$ cat src/rtl/core/nph_pkg.sv
// Package with shared types and constants of the nucleotide pair histogram.
package nph_pkg;

   localparam logic [1:0] FUNC_CHAR   = 2'd0;
   localparam logic [1:0] FUNC_EOL    = 2'd1;
   localparam logic [1:0] FUNC_REPORT = 2'd2;

   localparam logic [2:0] CLASS_A     = 3'd0;
   localparam logic [2:0] CLASS_C     = 3'd1;
   localparam logic [2:0] CLASS_T     = 3'd2;
   localparam logic [2:0] CLASS_G     = 3'd3;
   localparam logic [2:0] CLASS_OTHER = 3'd4;

   localparam logic [4:0] LAST_INDEX  = 5'd22;

   // A classified word handed from the front to the back.
   typedef struct packed {
      logic [1:0] func;
      logic [2:0] cls;
   } cmd_type;

   function automatic logic [2:0] classify(input logic [7:0] sym);
      logic [2:0] c;
      case (sym)
         8'h41:   c = CLASS_A;
         8'h43:   c = CLASS_C;
         8'h54:   c = CLASS_T;
         8'h47:   c = CLASS_G;
         default: c = CLASS_OTHER;
      endcase
      return c;
   endfunction

endpackage

$ cat src/rtl/core/nph_if.sv
// Valid/ready channel interfaces for requests and responses.
interface nph_req_if;
   logic       valid;
   logic       ready;
   logic [1:0] func;
   logic [7:0] symbol;
   modport source (output valid, func, symbol, input ready);
   modport sink   (input valid, func, symbol, output ready);
endinterface

interface nph_rsp_if;
   logic        valid;
   logic        ready;
   logic [4:0]  item_index;
   logic [63:0] count_value;
   logic        last_item;
   modport source (output valid, item_index, count_value, last_item, input ready);
   modport sink   (input valid, item_index, count_value, last_item, output ready);
endinterface

$ cat src/rtl/core/nph_front.sv
// Front end: accepts request words, classifies them and queues them.
module nph_front (
   input  logic              clock,
   input  logic              reset,
   nph_req_if.sink           req,
   output nph_pkg::cmd_type  cmd_data,
   output logic              cmd_valid,
   input  logic              cmd_ready
);
   import nph_pkg::*;

   // Two-entry queue.
   cmd_type    entry_ff [2];
   cmd_type    entry_in;
   logic [1:0] count_ff, count_in;
   logic       rd_ptr_ff, rd_ptr_in, wr_ptr_ff, wr_ptr_in;
   logic       push, pop;

   assign req.ready  = (count_ff != 2'd2);
   // Unused func code three is dropped here.
   assign push       = req.valid && req.ready && (req.func != 2'd3);
   assign pop        = cmd_valid && cmd_ready;
   assign cmd_valid  = (count_ff != 2'd0);
   assign cmd_data   = entry_ff[rd_ptr_ff];
   assign entry_in   = '{func: req.func, cls: classify(req.symbol)};

   always_comb begin
      count_in  = count_ff + {1'b0, push} - {1'b0, pop};
      rd_ptr_in = rd_ptr_ff ^ pop;
      wr_ptr_in = wr_ptr_ff ^ push;
   end

   always_ff @(posedge clock) begin
      if (push) begin
         entry_ff[wr_ptr_ff] <= entry_in;
      end
      if (reset) begin
         count_ff  <= 2'd0;
         rd_ptr_ff <= 1'b0;
         wr_ptr_ff <= 1'b0;
      end else begin
         count_ff  <= count_in;
         rd_ptr_ff <= rd_ptr_in;
         wr_ptr_ff <= wr_ptr_in;
      end
   end

   assert property (@(posedge clock) disable iff (reset) count_ff <= 2'd2)
      else $error("queue count overflow");
   assert property (@(posedge clock) disable iff (reset)
      (count_ff == 2'd0) |-> !pop)
      else $error("pop from empty queue");
   assert property (@(posedge clock) disable iff (reset)
      (push && !pop) |=> (count_ff == $past(count_ff) + 2'd1))
      else $error("queue count lost a push");

endmodule

$ cat src/rtl/core/nph_back.sv
// Back end: updates line and total counters and streams out reports.
module nph_back #(
   parameter int COUNT_WIDTH = 32,
   parameter int LINE_WIDTH  = 16
) (
   input  logic              clock,
   input  logic              reset,
   input  nph_pkg::cmd_type  cmd_data,
   input  logic              cmd_valid,
   output logic              cmd_ready,
   nph_rsp_if.source         rsp
);
   import nph_pkg::*;

   localparam logic [COUNT_WIDTH-1:0] CMAX = '1;
   localparam logic [LINE_WIDTH-1:0]  LMAX = '1;
   // Sums are formed wide enough for either operand, so a line count wider than
   // a total still saturates the total correctly.
   localparam int SUM_WIDTH =
      ((COUNT_WIDTH > LINE_WIDTH) ? COUNT_WIDTH : LINE_WIDTH) + 1;
   localparam logic [SUM_WIDTH-1:0] CMAX_WIDE = SUM_WIDTH'(CMAX);

   localparam logic [1:0] ST_RUN    = 2'd0;
   localparam logic [1:0] ST_COMMIT = 2'd1;
   localparam logic [1:0] ST_REPORT = 2'd2;

   logic [1:0]             state_ff, state_in;
   logic [4:0]             idx_ff, idx_in;
   logic [COUNT_WIDTH-1:0] chars_ff, lines_ff;
   logic [63:0]            sq_ff, sq_in;
   logic [COUNT_WIDTH-1:0] tot_ff [20];
   logic [LINE_WIDTH-1:0]  len_ff;
   logic [LINE_WIDTH-1:0]  lcnt_ff [20];
   logic [3:0]             seen_ff;
   logic [3:0]             hc_ff, ht_ff;
   logic [2*LINE_WIDTH-1:0] lsq_ff;
   logic                   rsp_valid_ff;
   logic [4:0]             rsp_idx_ff;
   logic [63:0]            rsp_val_ff;
   logic                   rsp_last_ff;
   logic                   take, out_free;
   logic [64:0]            sq_sum;
   logic [63:0]            rd_val;
   logic [SUM_WIDTH-1:0]   chars_sum;
   logic [3:0]             pidx;

   assign out_free  = !rsp_valid_ff || rsp.ready;
   assign cmd_ready = (state_ff == ST_RUN);
   assign take      = cmd_valid && cmd_ready;
   assign pidx      = {ht_ff[1:0], cmd_data.cls[1:0]};
   assign sq_sum    = {1'b0, sq_ff} + 65'(lsq_ff);
   assign sq_in     = sq_sum[64] ? '1 : sq_sum[63:0];
   assign chars_sum = SUM_WIDTH'(chars_ff) + SUM_WIDTH'(len_ff);

   always_comb begin
      case (idx_ff)
         5'd0:    rd_val = 64'(chars_ff);
         5'd1:    rd_val = 64'(lines_ff);
         5'd2:    rd_val = sq_ff;
         default: rd_val = 64'(tot_ff[5'(idx_ff - 5'd3)]);
      endcase
   end

   always_comb begin
      state_in = state_ff;
      idx_in   = idx_ff;
      case (state_ff)
         ST_RUN: begin
            if (take && cmd_data.func == FUNC_EOL) begin
               state_in = ST_COMMIT;
            end else if (take && cmd_data.func == FUNC_REPORT) begin
               state_in = ST_REPORT;
               idx_in   = 5'd0;
            end
         end
         ST_COMMIT: state_in = ST_RUN;
         ST_REPORT: begin
            if (out_free) begin
               idx_in = idx_ff + 5'd1;
               if (idx_ff == LAST_INDEX) begin
                  state_in = ST_RUN;
               end
            end
         end
         default: state_in = ST_RUN;
      endcase
   end

   always_ff @(posedge clock) begin
      if (reset) begin
         state_ff     <= ST_RUN;
         idx_ff       <= 5'd0;
         rsp_valid_ff <= 1'b0;
         chars_ff     <= '0;
         lines_ff     <= '0;
         sq_ff        <= '0;
         len_ff       <= '0;
         seen_ff      <= '0;
         hc_ff        <= '0;
         ht_ff        <= '0;
         for (int i = 0; i < 20; i++) begin
            tot_ff[i]  <= '0;
            lcnt_ff[i] <= '0;
         end
      end else begin
         state_ff <= state_in;
         idx_ff   <= idx_in;
         if (state_ff == ST_REPORT && out_free) begin
            rsp_valid_ff <= 1'b1;
            rsp_idx_ff   <= idx_ff;
            rsp_val_ff   <= rd_val;
            rsp_last_ff  <= (idx_ff == LAST_INDEX);
         end else if (rsp.ready) begin
            rsp_valid_ff <= 1'b0;
         end
         if (take && cmd_data.func == FUNC_CHAR) begin
            if (len_ff != LMAX) len_ff <= len_ff + 1'b1;
            if (!cmd_data.cls[2]) begin
               if (lcnt_ff[cmd_data.cls[1:0]] != LMAX)
                  lcnt_ff[cmd_data.cls[1:0]] <= lcnt_ff[cmd_data.cls[1:0]] + 1'b1;
               seen_ff[cmd_data.cls[1:0]] <= 1'b1;
            end
            if (ht_ff[3]) begin
               if (!ht_ff[2] && !cmd_data.cls[2] && lcnt_ff[5'd4 + 5'(pidx)] != LMAX)
                  lcnt_ff[5'd4 + 5'(pidx)] <= lcnt_ff[5'd4 + 5'(pidx)] + 1'b1;
               ht_ff <= 4'd0;
            end else begin
               ht_ff <= {1'b1, cmd_data.cls};
            end
         end
         // Square of the line length is formed on the end-of-line cycle,
         // and the line is committed in the following cycle.
         if (take && cmd_data.func == FUNC_EOL) begin
            lsq_ff <= (2*LINE_WIDTH)'(len_ff) * (2*LINE_WIDTH)'(len_ff);
         end
         if (state_ff == ST_COMMIT) begin
            if (seen_ff == 4'hF) begin
               chars_ff <= (chars_sum > CMAX_WIDE) ? CMAX : chars_sum[COUNT_WIDTH-1:0];
               if (lines_ff != CMAX) lines_ff <= lines_ff + 1'b1;
               sq_ff <= sq_in;
               for (int i = 0; i < 20; i++) begin
                  logic [SUM_WIDTH-1:0] s;
                  s = SUM_WIDTH'(tot_ff[i]) + SUM_WIDTH'(lcnt_ff[i]);
                  tot_ff[i] <= (s > CMAX_WIDE) ? CMAX : s[COUNT_WIDTH-1:0];
               end
               hc_ff <= ht_ff;
            end else begin
               ht_ff <= hc_ff;
            end
            len_ff  <= '0;
            seen_ff <= '0;
            for (int i = 0; i < 20; i++) lcnt_ff[i] <= '0;
         end
      end
   end

   assign rsp.valid       = rsp_valid_ff;
   assign rsp.item_index  = rsp_idx_ff;
   assign rsp.count_value = rsp_val_ff;
   assign rsp.last_item   = rsp_last_ff;

   assert property (@(posedge clock) disable iff (reset)
      (state_ff == ST_COMMIT) |=> (len_ff == '0 && seen_ff == 4'd0))
      else $error("line state not cleared after commit");
   assert property (@(posedge clock) disable iff (reset)
      (state_ff == ST_REPORT) |-> !cmd_ready)
      else $error("command taken during report");
   assert property (@(posedge clock) disable iff (reset)
      (rsp.valid && rsp.last_item) |-> (rsp.item_index == LAST_INDEX))
      else $error("last flag on wrong item");

endmodule

$ cat src/rtl/core/nucleotide_pair_histogram.sv
// Top level of the nucleotide pair histogram.
// Channel | Dir | Fields                                 | Word
// req     | in  | func[1:0], symbol[7:0]                 | one character, end of line or report
// rsp     | out | item_index[4:0], count_value[63:0], last_item | one count
// A character is taken directly; an end of line squares the line length, then commits the line.
// A report holds the back end until its 23 count words are sent, response stalls included.
// A two-word queue between front and back lets requests enter while the back is busy.
// Reset is synchronous and clears all counters at once; no clearing pass.
module nucleotide_pair_histogram #(
   parameter int COUNT_WIDTH = 32,
   parameter int LINE_WIDTH  = 16
) (
   input logic     clock,
   input logic     reset,
   nph_req_if.sink   req,
   nph_rsp_if.source rsp
);
   import nph_pkg::*;

   cmd_type cmd_data;
   logic    cmd_valid, cmd_ready;

   nph_front u_front (
      .clock, .reset, .req,
      .cmd_data, .cmd_valid, .cmd_ready
   );

   nph_back #(.COUNT_WIDTH(COUNT_WIDTH), .LINE_WIDTH(LINE_WIDTH)) u_back (
      .clock, .reset,
      .cmd_data, .cmd_valid, .cmd_ready, .rsp
   );

endmodule

$ cat src/flat_wrapper.sv
// flat-port wrapper written by rule: the top's interface ports become plain ports
module nucleotide_pair_histogram_flat import nph_pkg::*;
#(
   parameter int COUNT_WIDTH = 32,
   parameter int LINE_WIDTH  = 16
)
  (clock, reset, req_valid, req_func, req_symbol, req_ready, rsp_valid, rsp_item_index, rsp_count_value, rsp_last_item, rsp_ready);
  nph_req_if req_i ();
  nph_rsp_if rsp_i ();
  input logic clock;
  input logic reset;
  input wire logic [$bits(req_i.valid)-1:0] req_valid;
  input wire logic [$bits(req_i.func)-1:0] req_func;
  input wire logic [$bits(req_i.symbol)-1:0] req_symbol;
  output wire logic [$bits(req_i.ready)-1:0] req_ready;
  output wire logic [$bits(rsp_i.valid)-1:0] rsp_valid;
  output wire logic [$bits(rsp_i.item_index)-1:0] rsp_item_index;
  output wire logic [$bits(rsp_i.count_value)-1:0] rsp_count_value;
  output wire logic [$bits(rsp_i.last_item)-1:0] rsp_last_item;
  input wire logic [$bits(rsp_i.ready)-1:0] rsp_ready;
  assign req_i.valid = req_valid;
  assign req_i.func = req_func;
  assign req_i.symbol = req_symbol;
  assign req_ready = req_i.ready;
  assign rsp_valid = rsp_i.valid;
  assign rsp_item_index = rsp_i.item_index;
  assign rsp_count_value = rsp_i.count_value;
  assign rsp_last_item = rsp_i.last_item;
  assign rsp_i.ready = rsp_ready;
  nucleotide_pair_histogram #(.COUNT_WIDTH(COUNT_WIDTH), .LINE_WIDTH(LINE_WIDTH)) u_core (.clock(clock), .reset(reset), .req(req_i), .rsp(rsp_i));
endmodule
$ cat config.mk
export PLATFORM = sky130hd
export DESIGN_NAME = nucleotide_pair_histogram_flat
export DESIGN_NICKNAME = d
export VERILOG_FILES = /design/src/rtl/core/nph_pkg.sv /design/src/rtl/core/nph_if.sv /design/src/rtl/core/nph_front.sv /design/src/rtl/core/nph_back.sv /design/src/rtl/core/nucleotide_pair_histogram.sv /design/src/flat_wrapper.sv
export SDC_FILE = /design/constraint.sdc
export NUM_CORES = 2
export LEC_CHECK = 0
export BUFFER_PORTS_ARGS = -buffer_cell sky130_fd_sc_hd__buf_2
export CORE_UTILIZATION = 28
export CTS_BUF_LIST = sky130_fd_sc_hd__clkbuf_4
export DETAILED_ROUTE_END_ITERATION = 10
export SKIP_CTS_REPAIR_TIMING = 1
export SLEW_MARGIN = 20
export SYNTH_ARGS = -nofsm -noshare
export SYNTH_HDL_FRONTEND = slang
export SYNTH_SLANG_ARGS = --single-unit
$ cat constraint.sdc
create_clock -name clock -period 20.1 [get_ports clock]
set_input_delay 1.005 -clock clock [delete_from_list [all_inputs] [get_ports clock]]
set_output_delay 1.005 -clock clock [all_outputs]
set_load 0.01 [all_outputs]
# == After elaboration in Yosys (flattened, before gate mapping) ==
# Memory sizes are Yosys's and may differ from the RTL's. A register that Yosys moved wholly into a read port is not among the register bits.
# Cells that the tools add are included.
# word_totals
elab_cells,283
rom_bits,0
latch_bits,0
regBits,270
inputBits,14
mem_count,3
output_inout_bits,72
ramBits,970
# mem_list
memory,words,width,rd,rd_clocked_by_memory_dff,write_ports,line,rtl
u_core.u_back.tot_ff,20,32,21,0,20,nph_back.sv:31,logic [COUNT_WIDTH-1:0] tot_ff [20];
u_core.u_back.lcnt_ff,20,16,22,0,20,nph_back.sv:33,logic [LINE_WIDTH-1:0] lcnt_ff [20];
u_core.u_front.entry_ff,2,5,1,1,1,nph_front.sv:13,cmd_type entry_ff [2];
# op_classes
addsub,31
reduce_logical,31
multipliers,1
mux,109
n_bitwise,45
n_shift,0
order_cmp,23
div,0
n_eq_ne,23
# op_table
cell,count
$mux W32,41
$add A32 B16 Y33,21
$gt A33 B32 Y1 const B,21
$mux W16,22
$pmux W64 S3,1
$add A64 B32 Y65,1
$mux W64,1
$add A16 B1 Y16 const B,3
$ne A16 B16 Y1 const B,3
$or A1 B1 Y1,40
$add A32 B1 Y32 const B,1
$eq A8 B7 Y1 const B,4
$mul A16 B16 Y32,1
$ne A32 B32 Y1 const B,1
$reduce_or A16 Y1,2
$mux W1,27
$mux W5,5
$mux W4,4
$pmux W3 S4,1
$logic_and A1 B1 Y1,10
$ne A2 B2 Y1 const B,5
$pmux W5 S2,1
$reduce_and A2 Y1,5
$mux W2,4
other kinds (28),38

# == Longest topological paths before layout ==
# An unclocked memory read counts as a cell.
# logic_depth
word_depth,11
depth_mapped,26
mapped_depth_nobuf,25

# == Cells and area by module ==
# A second synthesis with hierarchy kept.
# hier_totals
hier_cells,8464
hier_area_um2,92229.7
# by_module_without_submodules
mod,cells_per_inst,seq_area_each_um2,area_each_um2,instances
nph_back,8410,40909.2,91560.3,1
nph_front,54,380.4,669.4,1

# == Worst setup path after synthesis ==
# No wires, ideal clock.
# synth_path
path_type,reg-to-reg
startpoint,register u_core.u_back.state_ff[1]
endpoint,"memory u_core.u_back.tot_ff[0][0], enable pin"
t_required_ns,19.117
synth_period_minus_slack_ns,14.631
setup_time_ns,0.983
path_buffers,2
path_stages_with_launch,7
path_slack_ns,5.469
arrival_time_ns,13.648
path_cell_list,dfxtp_1 -> nand2b_1 -> nor2_1 -> clkbuf_1 -> buf_1 -> nor2_1 -> inv_1
# synth_lines
element,line,rtl
start: declaration,nph_back.sv:27,"logic [1:0] state_ff, state_in;"
start signal: assignment,nph_back.sv:106,state_ff <= state_in;
end: declaration,nph_back.sv:31,

# == Worst setup path after layout ==
# layout_path
startpoint,register u_core.u_back.len_ff[5]
endpoint,"register u_core.u_back.lsq_ff[31], data pin"
# layout_between
elab_chain_cells,1
# layout_rtl
element,line,rtl
start: declaration,nph_back.sv:32,logic [LINE_WIDTH-1:0] len_ff;
start signal: assignment,nph_back.sv:117,if (len_ff != LMAX) len_ff <= len_ff + 1'b1;
$mul A16 B16 Y32,nph_back.sv:134,lsq_ff <= (2*LINE_WIDTH)'(len_ff) * (2*LINE_WIDTH)'(len_ff);
end signal: assignment,nph_back.sv:134,
end: declaration,nph_back.sv:36,logic [2*LINE_WIDTH-1:0] lsq_ff;
# No other way between the ends.
# A chain may end at the register's enable or synchronous reset.

==> impl_metrics.tcl <==
set metrics [dict create \
    fin_skew_ns 0.1410 \
    synth-main-ff-cell "edfxtp_1" \
    seq_area_frac_synth_pct 45.15 \
    start_kind "flip-flop" \
    cts_sinks 1431 \
    drt-vias-per-instance 5.414 \
    layout_common_cells "edfxtp_1, a21oi_1, nor2_1" \
    syn-mean-instance-area_um2 10.82 \
    cts_buffers 380 \
    initial_core_util_pct 28.18 \
    power_density_mw_per_mm2 82.88 \
    cp_slowest_cell "dfxtp_1" \
    mostFrequentLayoutCell "edfxtp_1" \
    antenna_found_initial 20 \
    num_rows 209 \
    maxCapViolations 0 \
    die_w_um 573.5 \
    clock.fmax_mhz 133.3 \
    syn_to_final_growth_pct 11.02 \
    yosys_warnings 0 \
    overflow 0 \
    maxSlewViolCount 0 \
    synth.net_count 9137 \
    io_buffers 85 \
    reg2reg_depth 20 \
    grt_usage_pct 17.66 \
    gp_congestion 0.9334 \
    worst_slew_pin_slew_ns 1.352 \
    hold_class "in2reg" \
    drtIter0Drc 8504 \
    clk_pin_slew_ns 0.07 \
    htreeDepth 5 \
    crit_required_ns 21.02 \
    finalSetupTns_ns 0 \
    cts_tree "done" \
    crit_type "reg2reg" \
    final_cells 13240 \
    clk_latency_ns 1.28 \
    min_period_ns 7.502 \
    yosysUniqueCellTypes 95 \
    vdd_drop_max_mv 0.06887 \
    post-route-period-util_pct 37.32 \
    synth_edf_count 1263 \
    clockBufferDepth 4 \
    wl_per_cell_um 22.69 \
    min_from "req_func[0]" \
    grt_pass1_vias 68380 \
    crit_arrival_ns 8.42 \
    crit_chain "and2_1 -> inv_1 -> fa_1 -> fa_1 -> fa_1 -> inv_1 -> fa_1 -> fa_1 -> inv_1 -> fa_1 -> inv_1 -> ha_1 -> or4_1 -> a31oi_1 -> nor3b_1 -> o41ai_1 -> o2111ai_1 -> a31o_2 -> a21oi_1 -> xnor2_1" \
    dp_hpwl_um 215500 \
    drive_gt1_share_pct 13.24 \
    final_core_util_pct 31.29 \
    cp_common_cell "fa_1" \
    dp_cells 12570 \
    grt_pass1_wl_um 443800 \
    routed_wl_um 300400 \
    rr_endpoint "u_core.u_back.lsq_ff[31]" \
    endpoint_kind "flip-flop" \
    min_path_cells 1 \
    postRouteAntennaNets 0 \
    cp_max_fo 20 \
    synthArstFlopShare_pct 0 \
    leakagePower_nw 37.90 \
    syn-instance-count 8454 \
    ios 86 \
    slew_headroom_pct 9.889 \
    r2r_start "u_core.u_back.len_ff[5]" \
    die-area_mm2 0.3289 \
    hold_end "u_core.u_front.entry_ff[1][3]" \
    hold_viol 0 \
    cp_slowest_stage_delay_ns 0.94 \
    layout.nets 9314 \
    core_area_mm2 0.3245 \
    r2r_setup_slack_ns 12.60 \
    rsz0062_at_grt "no" \
    drt-pass1-iter-count 9 \
    die_h_um 573.5 \
    grt_max_degree 188 \
    vias 71680 \
    setup_violations 0 \
    cts_root_buf "clkbuf_4" \
    drc 0 \
    ys_ff_latch 1431 \
    syn_area_mm2 0.09146 \
    hold-worst-slack_ns 0.1328 \
    outcome "complete, no violations" \
]
[worst max-delay path, delay by kind of cell, from the launching register on]
family | cells | cell delay, ns
adder cells (fa/ha/maj) | 7 | 3.30
AO/OA/AOI/OAI | 5 | 1.69
XOR/XNOR | 1 | 0.09
AND/OR/NAND/NOR | 3 | 0.92
flip-flops | 1 | 0.94
buffers and inverters | 4 | 0.23
[cells in the mapped netlist, types with 28 or more instances]
cell type / instances / area [um^2]
ha_1: 483 / 6043
inv_1: 465 / 1745
a22oi_1: 32 / 240.2
and2_1: 139 / 869.6
nand4_1: 82 / 513.0
a21o_1: 130 / 975.9
nor2b_1: 56 / 350.3
o21a_1: 78 / 585.6
nand2b_1: 83 / 519.3
xnor2_1: 304 / 2663
xor2_1: 294 / 2575
or2_2: 34 / 212.7
and4_1: 41 / 359.1
a211oi_1: 84 / 630.6
mux4_2: 224 / 5045
nand3_1: 179 / 895.9
o21ai_0: 303 / 1516
edfxtp_1: 1263 / 37930
nor3_1: 288 / 1441
nor2_1: 670 / 2515
o21bai_1: 60 / 450.4
fa_1: 186 / 3724
clkbuf_1: 312 / 1171
mux2i_1: 101 / 1011
buf_1: 33 / 123.9
a31oi_1: 109 / 681.9
buf_2: 50 / 250.2
and3_1: 179 / 1120
a21oi_1: 905 / 4529
or3_1: 60 / 375.4
nand2_1: 463 / 1738
dfxtp_1: 168 / 3363
a311oi_1: 70 / 613.1
nor4_1: 28 / 175.2
a222oi_1: 79 / 790.8
[through the flow]
step / setup slack [ns] / total power [mW] / cell area, um^2
2_1_floorplan: 5.469 / 4.900 / 91460
3_3_place_gp: 12.66 / 5.781 / 96830
3_5_place_dp: 12.62 / 5.796 / 96860
4_1_cts: 12.52 / 8.390 / 101500
5_1_grt: 12.16 / 8.691 / 101500
6_report: 12.60 / 8.415 / 101500
[power by group]
group | leakage [nW] | switching, mW | internal, mW
combinational | 21.1 | 1.54 | 0.650
clock | 2.79 | 1.32 | 1.29
sequential | 14.1 | 0.150 | 3.47
total | 37.9 | 3.00 | 5.41
[worst max path at each step]
stage	endpoint	cells after the start	startpoint
finish	u_core.u_back.lsq_ff[31]	20	u_core.u_back.len_ff[5]
global route	u_core.u_back.lsq_ff[31]	21	u_core.u_back.len_ff[14]
detailed placement	u_core.u_back.lsq_ff[31]	20	u_core.u_back.len_ff[5]
CTS	u_core.u_back.lsq_ff[31]	20	u_core.u_back.len_ff[5]
floorplan	u_core.u_back.tot_ff[0][0]	6	u_core.u_back.state_ff[1]
global placement	u_core.u_back.lsq_ff[31]	20	u_core.u_back.len_ff[5]
[flip-flops by register name, summed over array words and instances, names as in the netlist, 2 cells and up]
signal / cells
u_core.u_back.rsp.item_index: 5
u_core.u_back.len_ff: 16
u_core.u_back.ht_ff: 4
u_core.u_back.lcnt_ff: 512
u_core.u_back.idx_ff: 5
u_core.u_back.lines_ff: 32
u_core.u_back.sq_ff: 64
u_core.u_back.chars_ff: 32
u_core.u_back.state_ff: 2
u_core.u_back.rsp.count_value: 64
u_core.u_back.tot_ff: 640
u_core.u_back.seen_ff: 4
u_core.u_front.count_ff: 2
u_core.u_front.entry_ff: 10
u_core.u_back.hc_ff: 4
u_core.u_back.lsq_ff: 31
[cells by family (layout without fill, tap and decap cells)]
logic type,Yosys count,after routing,synth area share [%]
multiplexers,355,355,7.006
buffers and inverters,892,1343,3.894
XOR/XNOR,600,600,5.762
AND/OR/NAND/NOR,2397,2397,13.05
AO/OA/AOI/OAI,2110,2110,14.46
other,0,9,0
flip-flops,1431,1431,45.15
adder cells (fa/ha/maj),669,669,10.68
[cell type report]
| class | count | area, um^2 |
|---|---|---|
| antenna | 9 | 22.52 |
| clock buffer | 555 | 4167 |
| clock inverter | 101 | 486.7 |
| fill | 33030 | 223000 |
| inverter | 470 | 1772 |
| multi-input combinational | 6131 | 46900 |
| sequential | 1431 | 41290 |
| tap | 4325 | 5411 |
| timing repair buffer | 217 | 1483 |
[layer usage]
layer | routed length [um] | GRT usage, % | part of all wire (%) | vias to the layer above
li1 | - | - | - | 32260
met1 | 128600 | 24.60 | 43 | 35460
met2 | 130500 | 26.55 | 43 | 3398
met3 | 30820 | 4.153 | 10 | 552
met4 | 10400 | 6.423 | 3.5 | 12
met5 | 80 | 0 | 0.027 | -
(Power assumes the default switching activity.)
